--- src/design/wfrm_pkg.sv ---
package wfrm_pkg;

    // Ring depth and the derived widths.
    localparam int WINDOW      = 32;
    localparam int HALF_WINDOW = WINDOW / 2;
    localparam int SLOT_W      = (WINDOW > 1) ? $clog2(WINDOW) : 1;
    localparam int SEEN_W      = $clog2(HALF_WINDOW + 2);

    localparam int STAMP_W = 32;
    localparam int SUM_W   = STAMP_W + SLOT_W;
    localparam int RATE_W  = 14;

    localparam int RATE_SCALE = 1000;
    localparam int RATE_MAX   = 9999;
    localparam int NUMERATOR  = RATE_SCALE * WINDOW;
    localparam int NUM_W      = $clog2(NUMERATOR + 1);
    localparam int STEP_W     = $clog2(NUM_W);

    localparam logic [NUM_W-1:0]  NUM_BITS      = NUM_W'(NUMERATOR);
    localparam logic [SLOT_W-1:0] LAST_SLOT     = SLOT_W'(WINDOW - 1);
    localparam logic [SEEN_W-1:0] HALF_SEEN     = SEEN_W'(HALF_WINDOW);
    localparam logic [RATE_W-1:0] RATE_MAX_CODE = RATE_W'(RATE_MAX);
    localparam logic [STEP_W-1:0] FIRST_STEP    = STEP_W'(NUM_W - 1);

    // Commands from the controller to the datapath.
    typedef struct packed {
        logic capture;
        logic update;
        logic div_step;
        logic finish;
    } cmd_t;

    // Status from the datapath to the controller.
    typedef struct packed {
        logic warm_next;
        logic div_last;
    } sts_t;

    typedef enum logic [3:0] {
        ST_IDLE   = 4'b0001,
        ST_UPDATE = 4'b0010,
        ST_DIV    = 4'b0100,
        ST_FINISH = 4'b1000
    } state_t;

endpackage

--- src/design/wfrm_stamp_if.sv ---
interface wfrm_stamp_if;
    logic                          valid;
    logic                          ready;
    logic [wfrm_pkg::STAMP_W-1:0]  timestamp_ms;

    modport source (output valid, output timestamp_ms, input ready);
    modport sink   (input valid, input timestamp_ms, output ready);
endinterface

--- src/design/wfrm_rate_if.sv ---
interface wfrm_rate_if;
    logic                         valid;
    logic                         ready;
    logic [wfrm_pkg::RATE_W-1:0]  frame_rate;
    logic                         warmed_up;

    modport source (output valid, output frame_rate, output warmed_up, input ready);
    modport sink   (input valid, input frame_rate, input warmed_up, output ready);
endinterface

--- src/design/windowed_frame_rate_meter_unit.sv ---
// Channel  Direction  Word contents
// -------  ---------  ----------------------------------------------------
// stamp    in         timestamp_ms [31:0], one word per displayed frame
// rate     out        frame_rate [13:0], warmed_up, one word per stamp word
//
// Before warm-up the division is skipped: the stamp word is captured, the ring
// is updated and the result is registered. Once warmed up, the restoring divider
// works out 32000 / window sum one quotient bit per cycle between the ring
// update and the result. The next stamp word is taken only once the block is
// idle again after the result is registered, so the block cannot take a new
// stamp word before it is through with the last one.
// Reset is asynchronous and active low; the ring is seen as all zero through
// per-entry valid bits, so there is no clearing pass.
// A stalled result waits in the output register; a new stamp word is taken
// while it waits, and the next result is held back until that slot is free.
module windowed_frame_rate_meter_unit (
    input  logic         clk,
    input  logic         rst_n,
    wfrm_stamp_if.sink   stamp,
    wfrm_rate_if.source  rate
);

    wfrm_pkg::cmd_t cmd;
    wfrm_pkg::sts_t sts;

    // The controller sequences capture, ring update, division and hand-off.
    wfrm_ctrl u_ctrl (
        .clk       (clk),
        .rst_n     (rst_n),
        .in_valid  (stamp.valid),
        .in_ready  (stamp.ready),
        .out_valid (rate.valid),
        .out_ready (rate.ready),
        .sts       (sts),
        .cmd       (cmd)
    );

    // The datapath holds the ring, the running sum, the divider and the result.
    wfrm_datapath u_datapath (
        .clk          (clk),
        .rst_n        (rst_n),
        .cmd          (cmd),
        .sts          (sts),
        .timestamp_ms (stamp.timestamp_ms),
        .frame_rate   (rate.frame_rate),
        .warmed_up    (rate.warmed_up)
    );

endmodule

--- src/design/wfrm_ctrl.sv ---
module wfrm_ctrl (
    input  logic             clk,
    input  logic             rst_n,
    input  logic             in_valid,
    output logic             in_ready,
    output logic             out_valid,
    input  logic             out_ready,
    input  wfrm_pkg::sts_t   sts,
    output wfrm_pkg::cmd_t   cmd
);

    wfrm_pkg::state_t state_reg, state_next;
    logic             out_valid_reg, out_valid_next;
    logic             slot_free;

    assign slot_free = !out_valid_reg || out_ready;
    assign in_ready  = (state_reg == wfrm_pkg::ST_IDLE);
    assign out_valid = out_valid_reg;

    always_comb
    begin
        state_next     = state_reg;
        out_valid_next = out_valid_reg && !out_ready;
        cmd            = '0;
        unique case (state_reg)
            wfrm_pkg::ST_IDLE:
            begin
                if (in_valid)
                begin
                    cmd.capture = 1'b1;
                    state_next  = wfrm_pkg::ST_UPDATE;
                end
            end
            wfrm_pkg::ST_UPDATE:
            begin
                cmd.update = 1'b1;
                state_next = sts.warm_next ? wfrm_pkg::ST_DIV : wfrm_pkg::ST_FINISH;
            end
            wfrm_pkg::ST_DIV:
            begin
                cmd.div_step = 1'b1;
                if (sts.div_last)
                begin
                    state_next = wfrm_pkg::ST_FINISH;
                end
            end
            wfrm_pkg::ST_FINISH:
            begin
                if (slot_free)
                begin
                    cmd.finish     = 1'b1;
                    out_valid_next = 1'b1;
                    state_next     = wfrm_pkg::ST_IDLE;
                end
            end
            default:
            begin
                state_next = wfrm_pkg::ST_IDLE;
            end
        endcase
    end

    always_ff @(posedge clk or negedge rst_n)
    begin
        if (!rst_n)
        begin
            state_reg     <= wfrm_pkg::ST_IDLE;
            out_valid_reg <= 1'b0;
        end
        else
        begin
            state_reg     <= state_next;
            out_valid_reg <= out_valid_next;
        end
    end

endmodule

--- src/design/wfrm_datapath.sv ---
module wfrm_datapath (
    input  logic                          clk,
    input  logic                          rst_n,
    input  wfrm_pkg::cmd_t                cmd,
    output wfrm_pkg::sts_t                sts,
    input  logic [wfrm_pkg::STAMP_W-1:0]  timestamp_ms,
    output logic [wfrm_pkg::RATE_W-1:0]   frame_rate,
    output logic                          warmed_up
);

    // Frame-time ring; the valid bits stand in for the cleared reset contents.
    logic [wfrm_pkg::STAMP_W-1:0] ring_mem [wfrm_pkg::WINDOW];
    logic [wfrm_pkg::WINDOW-1:0]  ring_valid_reg;

    logic [wfrm_pkg::STAMP_W-1:0] stamp_reg;
    logic [wfrm_pkg::STAMP_W-1:0] last_reg;
    logic [wfrm_pkg::STAMP_W-1:0] old_reg;
    logic                         old_valid_reg;
    logic [wfrm_pkg::SLOT_W-1:0]  slot_reg, slot_next;
    logic [wfrm_pkg::SEEN_W-1:0]  seen_reg, seen_next;
    logic [wfrm_pkg::SUM_W-1:0]   sum_reg, sum_next;
    logic [wfrm_pkg::SUM_W-1:0]   divisor_reg;
    logic [wfrm_pkg::SUM_W-1:0]   rem_reg, rem_next;
    logic [wfrm_pkg::NUM_W-1:0]   quo_reg;
    logic [wfrm_pkg::STEP_W-1:0]  step_reg;
    logic [wfrm_pkg::RATE_W-1:0]  held_reg, held_next;
    logic [wfrm_pkg::RATE_W-1:0]  rate_reg;
    logic                         warm_reg;

    logic [wfrm_pkg::STAMP_W-1:0] delta;
    logic [wfrm_pkg::STAMP_W-1:0] old_time;
    logic [wfrm_pkg::SUM_W:0]     trial;
    logic                         fits;
    logic                         warm_now;

    assign delta    = stamp_reg - last_reg;
    assign old_time = old_valid_reg ? old_reg : '0;
    assign sum_next = sum_reg - wfrm_pkg::SUM_W'(old_time) + wfrm_pkg::SUM_W'(delta);
    assign slot_next = (slot_reg == wfrm_pkg::LAST_SLOT) ? '0 : slot_reg + 1'b1;
    assign seen_next = (seen_reg <= wfrm_pkg::HALF_SEEN) ? seen_reg + 1'b1 : seen_reg;

    // One restoring step: bring down the next numerator bit, subtract if it fits.
    assign trial    = {rem_reg, wfrm_pkg::NUM_BITS[step_reg]};
    assign fits     = (trial >= {1'b0, divisor_reg});
    assign rem_next = fits ? wfrm_pkg::SUM_W'(trial - {1'b0, divisor_reg})
                           : wfrm_pkg::SUM_W'(trial);

    assign warm_now = (seen_reg > wfrm_pkg::HALF_SEEN);

    always_comb
    begin
        if (!warm_now)
        begin
            held_next = held_reg;
        end
        else if (quo_reg > wfrm_pkg::NUM_W'(wfrm_pkg::RATE_MAX))
        begin
            held_next = wfrm_pkg::RATE_MAX_CODE;
        end
        else
        begin
            held_next = wfrm_pkg::RATE_W'(quo_reg);
        end
    end

    assign sts.warm_next = (seen_reg >= wfrm_pkg::HALF_SEEN);
    assign sts.div_last  = (step_reg == '0);

    assign frame_rate = rate_reg;
    assign warmed_up  = warm_reg;

    always_ff @(posedge clk)
    begin
        if (cmd.capture)
        begin
            old_reg <= ring_mem[slot_reg];
        end
        if (cmd.update)
        begin
            ring_mem[slot_reg] <= delta;
        end
    end

    always_ff @(posedge clk)
    begin
        if (cmd.capture)
        begin
            stamp_reg     <= timestamp_ms;
            old_valid_reg <= ring_valid_reg[slot_reg];
        end
        if (cmd.update)
        begin
            divisor_reg <= (sum_next == '0) ? wfrm_pkg::SUM_W'(1) : sum_next;
            rem_reg     <= '0;
            quo_reg     <= '0;
            step_reg    <= wfrm_pkg::FIRST_STEP;
        end
        else if (cmd.div_step)
        begin
            rem_reg  <= rem_next;
            quo_reg  <= {quo_reg[wfrm_pkg::NUM_W-2:0], fits};
            step_reg <= step_reg - 1'b1;
        end
        if (cmd.finish)
        begin
            rate_reg <= held_next;
            warm_reg <= warm_now;
        end
    end

    always_ff @(posedge clk or negedge rst_n)
    begin
        if (!rst_n)
        begin
            ring_valid_reg <= '0;
            last_reg       <= '0;
            slot_reg       <= '0;
            seen_reg       <= '0;
            sum_reg        <= '0;
            held_reg       <= '0;
        end
        else
        begin
            if (cmd.update)
            begin
                ring_valid_reg[slot_reg] <= 1'b1;
                last_reg                 <= stamp_reg;
                slot_reg                 <= slot_next;
                seen_reg                 <= seen_next;
                sum_reg                  <= sum_next;
            end
            if (cmd.finish)
            begin
                held_reg <= held_next;
            end
        end
    end

endmodule
--- src/flat_wrapper.sv ---
// flat-port wrapper written by rule: the top's interface ports become plain ports
module windowed_frame_rate_meter_unit_flat 
  (clk, rst_n, stamp_valid, stamp_timestamp_ms, stamp_ready, rate_valid, rate_frame_rate, rate_warmed_up, rate_ready);
  wfrm_stamp_if stamp_i ();
  wfrm_rate_if rate_i ();
  input  logic clk;
  input  logic rst_n;
  input wire logic [$bits(stamp_i.valid)-1:0] stamp_valid;
  input wire logic [$bits(stamp_i.timestamp_ms)-1:0] stamp_timestamp_ms;
  output wire logic [$bits(stamp_i.ready)-1:0] stamp_ready;
  output wire logic [$bits(rate_i.valid)-1:0] rate_valid;
  output wire logic [$bits(rate_i.frame_rate)-1:0] rate_frame_rate;
  output wire logic [$bits(rate_i.warmed_up)-1:0] rate_warmed_up;
  input wire logic [$bits(rate_i.ready)-1:0] rate_ready;
  assign stamp_i.valid = stamp_valid;
  assign stamp_i.timestamp_ms = stamp_timestamp_ms;
  assign stamp_ready = stamp_i.ready;
  assign rate_valid = rate_i.valid;
  assign rate_frame_rate = rate_i.frame_rate;
  assign rate_warmed_up = rate_i.warmed_up;
  assign rate_i.ready = rate_ready;
  windowed_frame_rate_meter_unit u_core (.clk(clk), .rst_n(rst_n), .stamp(stamp_i), .rate(rate_i));
endmodule
--- config.mk ---
export PLATFORM = sky130hd
export DESIGN_NAME = windowed_frame_rate_meter_unit_flat
export DESIGN_NICKNAME = d
export VERILOG_FILES = /design/src/design/wfrm_pkg.sv /design/src/design/wfrm_stamp_if.sv /design/src/design/wfrm_rate_if.sv /design/src/design/windowed_frame_rate_meter_unit.sv /design/src/design/wfrm_ctrl.sv /design/src/design/wfrm_datapath.sv /design/src/flat_wrapper.sv
export SDC_FILE = /design/constraint.sdc
export NUM_CORES = 2
export LEC_CHECK = 0
export ABC_AREA = 0
export BUFFER_PORTS_ARGS = -buffer_cell sky130_fd_sc_hd__buf_4
export CORE_ASPECT_RATIO = 1.75
export CORE_UTILIZATION = 45
export DETAILED_ROUTE_END_ITERATION = 16
export PLACE_DENSITY = 0.68
export SLEW_MARGIN = 40
export SYNTH_ARGS = -nofsm -noshare
export SYNTH_HDL_FRONTEND = slang
export SYNTH_SLANG_ARGS = --single-unit
--- constraint.sdc ---
create_clock -name clk -period 14.92 [get_ports clk]
set_input_delay 2.984 -clock clk [delete_from_list [all_inputs] [get_ports clk]]
set_output_delay 2.984 -clock clk [all_outputs]
set_load 0.02 [all_outputs]
==> results_dict.tcl <==
set metrics [dict create \
    ys_seq_area_share_pct 67.66 \
    clk_latency_ns 0.74 \
    drc 0 \
    cts_buffer_depth 3 \
    detail_route.vias_per_cell 5.992 \
    cp_num_buf_inv 0 \
    syn_inst 3621 \
    dr.first_iter.drc_count 3233 \
    routabilityCongestion 0.9195 \
    io_buffers 52 \
    cts.sinks 1328 \
    postCtsSetupBuffers 0 \
    largest_register_ffs 1024 \
    synth-xor-area-share_pct 1.380 \
    arrival_ns 8.20 \
    top_register "u_core.u_datapath.ring_mem" \
    rows 172 \
    min_path_type "reg2reg" \
    period_share_pct 51.27 \
    worstPathCellList "ha_1 -> fa_1 -> nor2b_1 -> o21ai_0 -> a21boi_0 -> o21a_1 -> o21ai_0 -> a21oi_1 -> a21oi_1 -> o31ai_1 -> a21oi_1 -> a311oi_4 -> fa_1 -> ha_1 -> nand2_1 -> or3_1 -> a211oi_1 -> or4_1 -> nand3_1 -> nor4_1 -> nand3_1 -> o31ai_2" \
    outcome "completed" \
    drv_cap 0 \
    area_growth_pct 11.67 \
    skew_ns 0.03477 \
    grt_max_degree 112 \
    firstDrtPassIters 8 \
    routed_wl_um 149200 \
    core_um2 125700 \
    num_vias 32580 \
    critPathSlowestCell "a21oi_1" \
    fp.dieW_um 271.4 \
    yosys_most_used_dff "edfxtp_1" \
    cp.required_ns 15.47 \
    synth_edf_count 1141 \
    grt_pass1_wl_um 217100 \
    max_clock_freq_ghz 0.1307 \
    rsz0062_at_grt "false" \
    synth_fa_ha_area_share_pct 3.666 \
    synth_area_leader_cell "edfxtp_1" \
    slew_headroom_pct 39.39 \
    synth_compound_area_share_pct 7.728 \
    async_flop_share_pct 9.789 \
    final.setup.tns_ns 0 \
    syn_avg_cell_area_um2 15.78 \
    worst_pin_slew_ns 0.9069 \
    wl_per_cell_um 27.44 \
    nNetsFinal 3878 \
    syn_nets 3804 \
    synth-simple-area-share_pct 5.994 \
    crit_type "reg2reg" \
    dieArea_um2 128400 \
    synth-seq-cells 1328 \
    grt_pass1_vias 33460 \
    die_h_um 473.4 \
    min_period_ns 7.650 \
    place_hpwl_um 92930 \
    antenna_found_initial 2 \
    critPathCaptureType "flop" \
    initial_utilization_pct 45.46 \
    ctsHoldBuffers 0 \
    cts_buffers 106 \
    finalSetupViolations 0 \
    max_stage_delay_ns 0.69 \
    crit_top_cell "a21oi_1" \
    path_max_fanout 11 \
    slew_viol_final 0 \
    hold_viol 0 \
    yosysMostFrequentCell "edfxtp_1" \
    path_clk_slew_ns 0.07 \
    grt_usage_pct 23.20 \
    synth_top_family_by_area "multiplexers" \
    netlist.area_leader.share_pct 59.97 \
    ios 53 \
    grt_overflow 0 \
    yosys_warnings 0 \
    synth_cell_types 98 \
    synth.area.mux_share_pct 10.84 \
    critPathTopFamily "compound AO/OA/AOI/OAI gates" \
    synth_commonest_cells "edfxtp_1, mux4_2, nand2_1, inv_1, o21ai_0" \
    cts_root_buffer "clkbuf_16" \
    htreeDepth 3 \
    cts_resized 0 \
    yosys-top-cells-area "edfxtp_1, mux4_2, dfrtp_1, ha_1, dfxtp_1" \
    drtAntennaViolNets 0 \
    synth_area_um2 57130 \
    critPathLaunchType "flop" \
    cts_tree "done" \
    drive_gt1_share_pct 18.90 \
]
## area by class of cell
| type | instances | area [um^2] |
|---|---|---|
| timing repair buffer | 146 | 1438 |
| inverter | 221 | 834.6 |
| clock buffer | 140 | 2811 |
| antenna | 1 | 2.502 |
| multi-input combinational | 1892 | 17350 |
| clock inverter | 56 | 629.4 |
| fill | 10280 | 61880 |
| sequential | 1328 | 38670 |
| tap | 1653 | 2068 |
## metrics by stage
step	hold slack (ns)	worst slack [ns]	cell area, um^2	instances	util, %
floorplan	0.4337	7.684	57130	3621	-
global placement	0.4462	6.871	59840	5220	47.61
detailed placement	0.4484	7.082	60280	5236	47.97
CTS	0.4656	7.038	63720	5432	50.70
global route	0.4831	6.617	63800	5437	50.77
finish	0.4669	7.270	63800	5437	50.77
## cells by family after synthesis
| kind of cell | Yosys count |
|---|---|
| XOR/XNOR | 90 |
| adder cells (fa/ha/maj) | 147 |
| multiplexers | 287 |
| buffers and inverters | 401 |
| flip-flops | 1328 |
| AO/OA/AOI/OAI | 678 |
| AND/OR/NAND/NOR | 690 |
## layer usage
metal | vias to the layer above | share of wire [%] | track usage, %
li1 | 14170 | - | -
met5 | - | 0 | 0
met1 | 16710 | 34 | 26.06
met3 | 364 | 6.3 | 2.958
met2 | 1340 | 54 | 43.20
met4 | 0 | 4.8 | 10.85
## placed cells by master (no fill, tap or decap), drive strengths merged, types with 14 or more instances in the layout
cell	count
a21o	55
or3	14
nor3	30
o21a	18
buf	146
a31oi	17
fa	34
ha	113
nor2	123
or2	42
o21bai	14
o211ai	17
clkbuf	140
mux4	264
xor2	26
and3	25
nand4	58
nand2	243
nor2b	17
nand2b	17
mux2	14
a21oi	136
xnor2	64
and2	38
edfxtp	1141
nand3	32
clkinv	36
a211oi	16
dfrtp	129
dfxtp	57
inv	220
a22oi	133
o21ai	191
## final timing paths
| path | start | end | slack [ns] | cells after the start |
|---|---|---|---|---|
| min in group asynchronous | rst_n | u_core.u_ctrl.state_reg[1] | 2.33 | 1 |
| setup reg to reg | u_core.u_datapath.last_reg[0] | u_core.u_datapath.divisor_reg[0] | 7.27 | 22 |
| max in group asynchronous | rst_n | u_core.u_datapath.slot_reg[1] | 11.45 | 2 |
| hold reg to reg | u_core.u_datapath.ring_valid_reg[1] | u_core.u_datapath.ring_valid_reg[1] | 0.47 | 1 |
| hold / removal | u_core.u_datapath.ring_valid_reg[1] | u_core.u_datapath.ring_valid_reg[1] | 0.47 | 1 |
| setup / recovery | u_core.u_datapath.last_reg[0] | u_core.u_datapath.divisor_reg[0] | 7.27 | 22 |
Power is left out: the tool's default activity adds up to more than one toggle a clock period on the data nets, which glitch-free logic cannot reach.
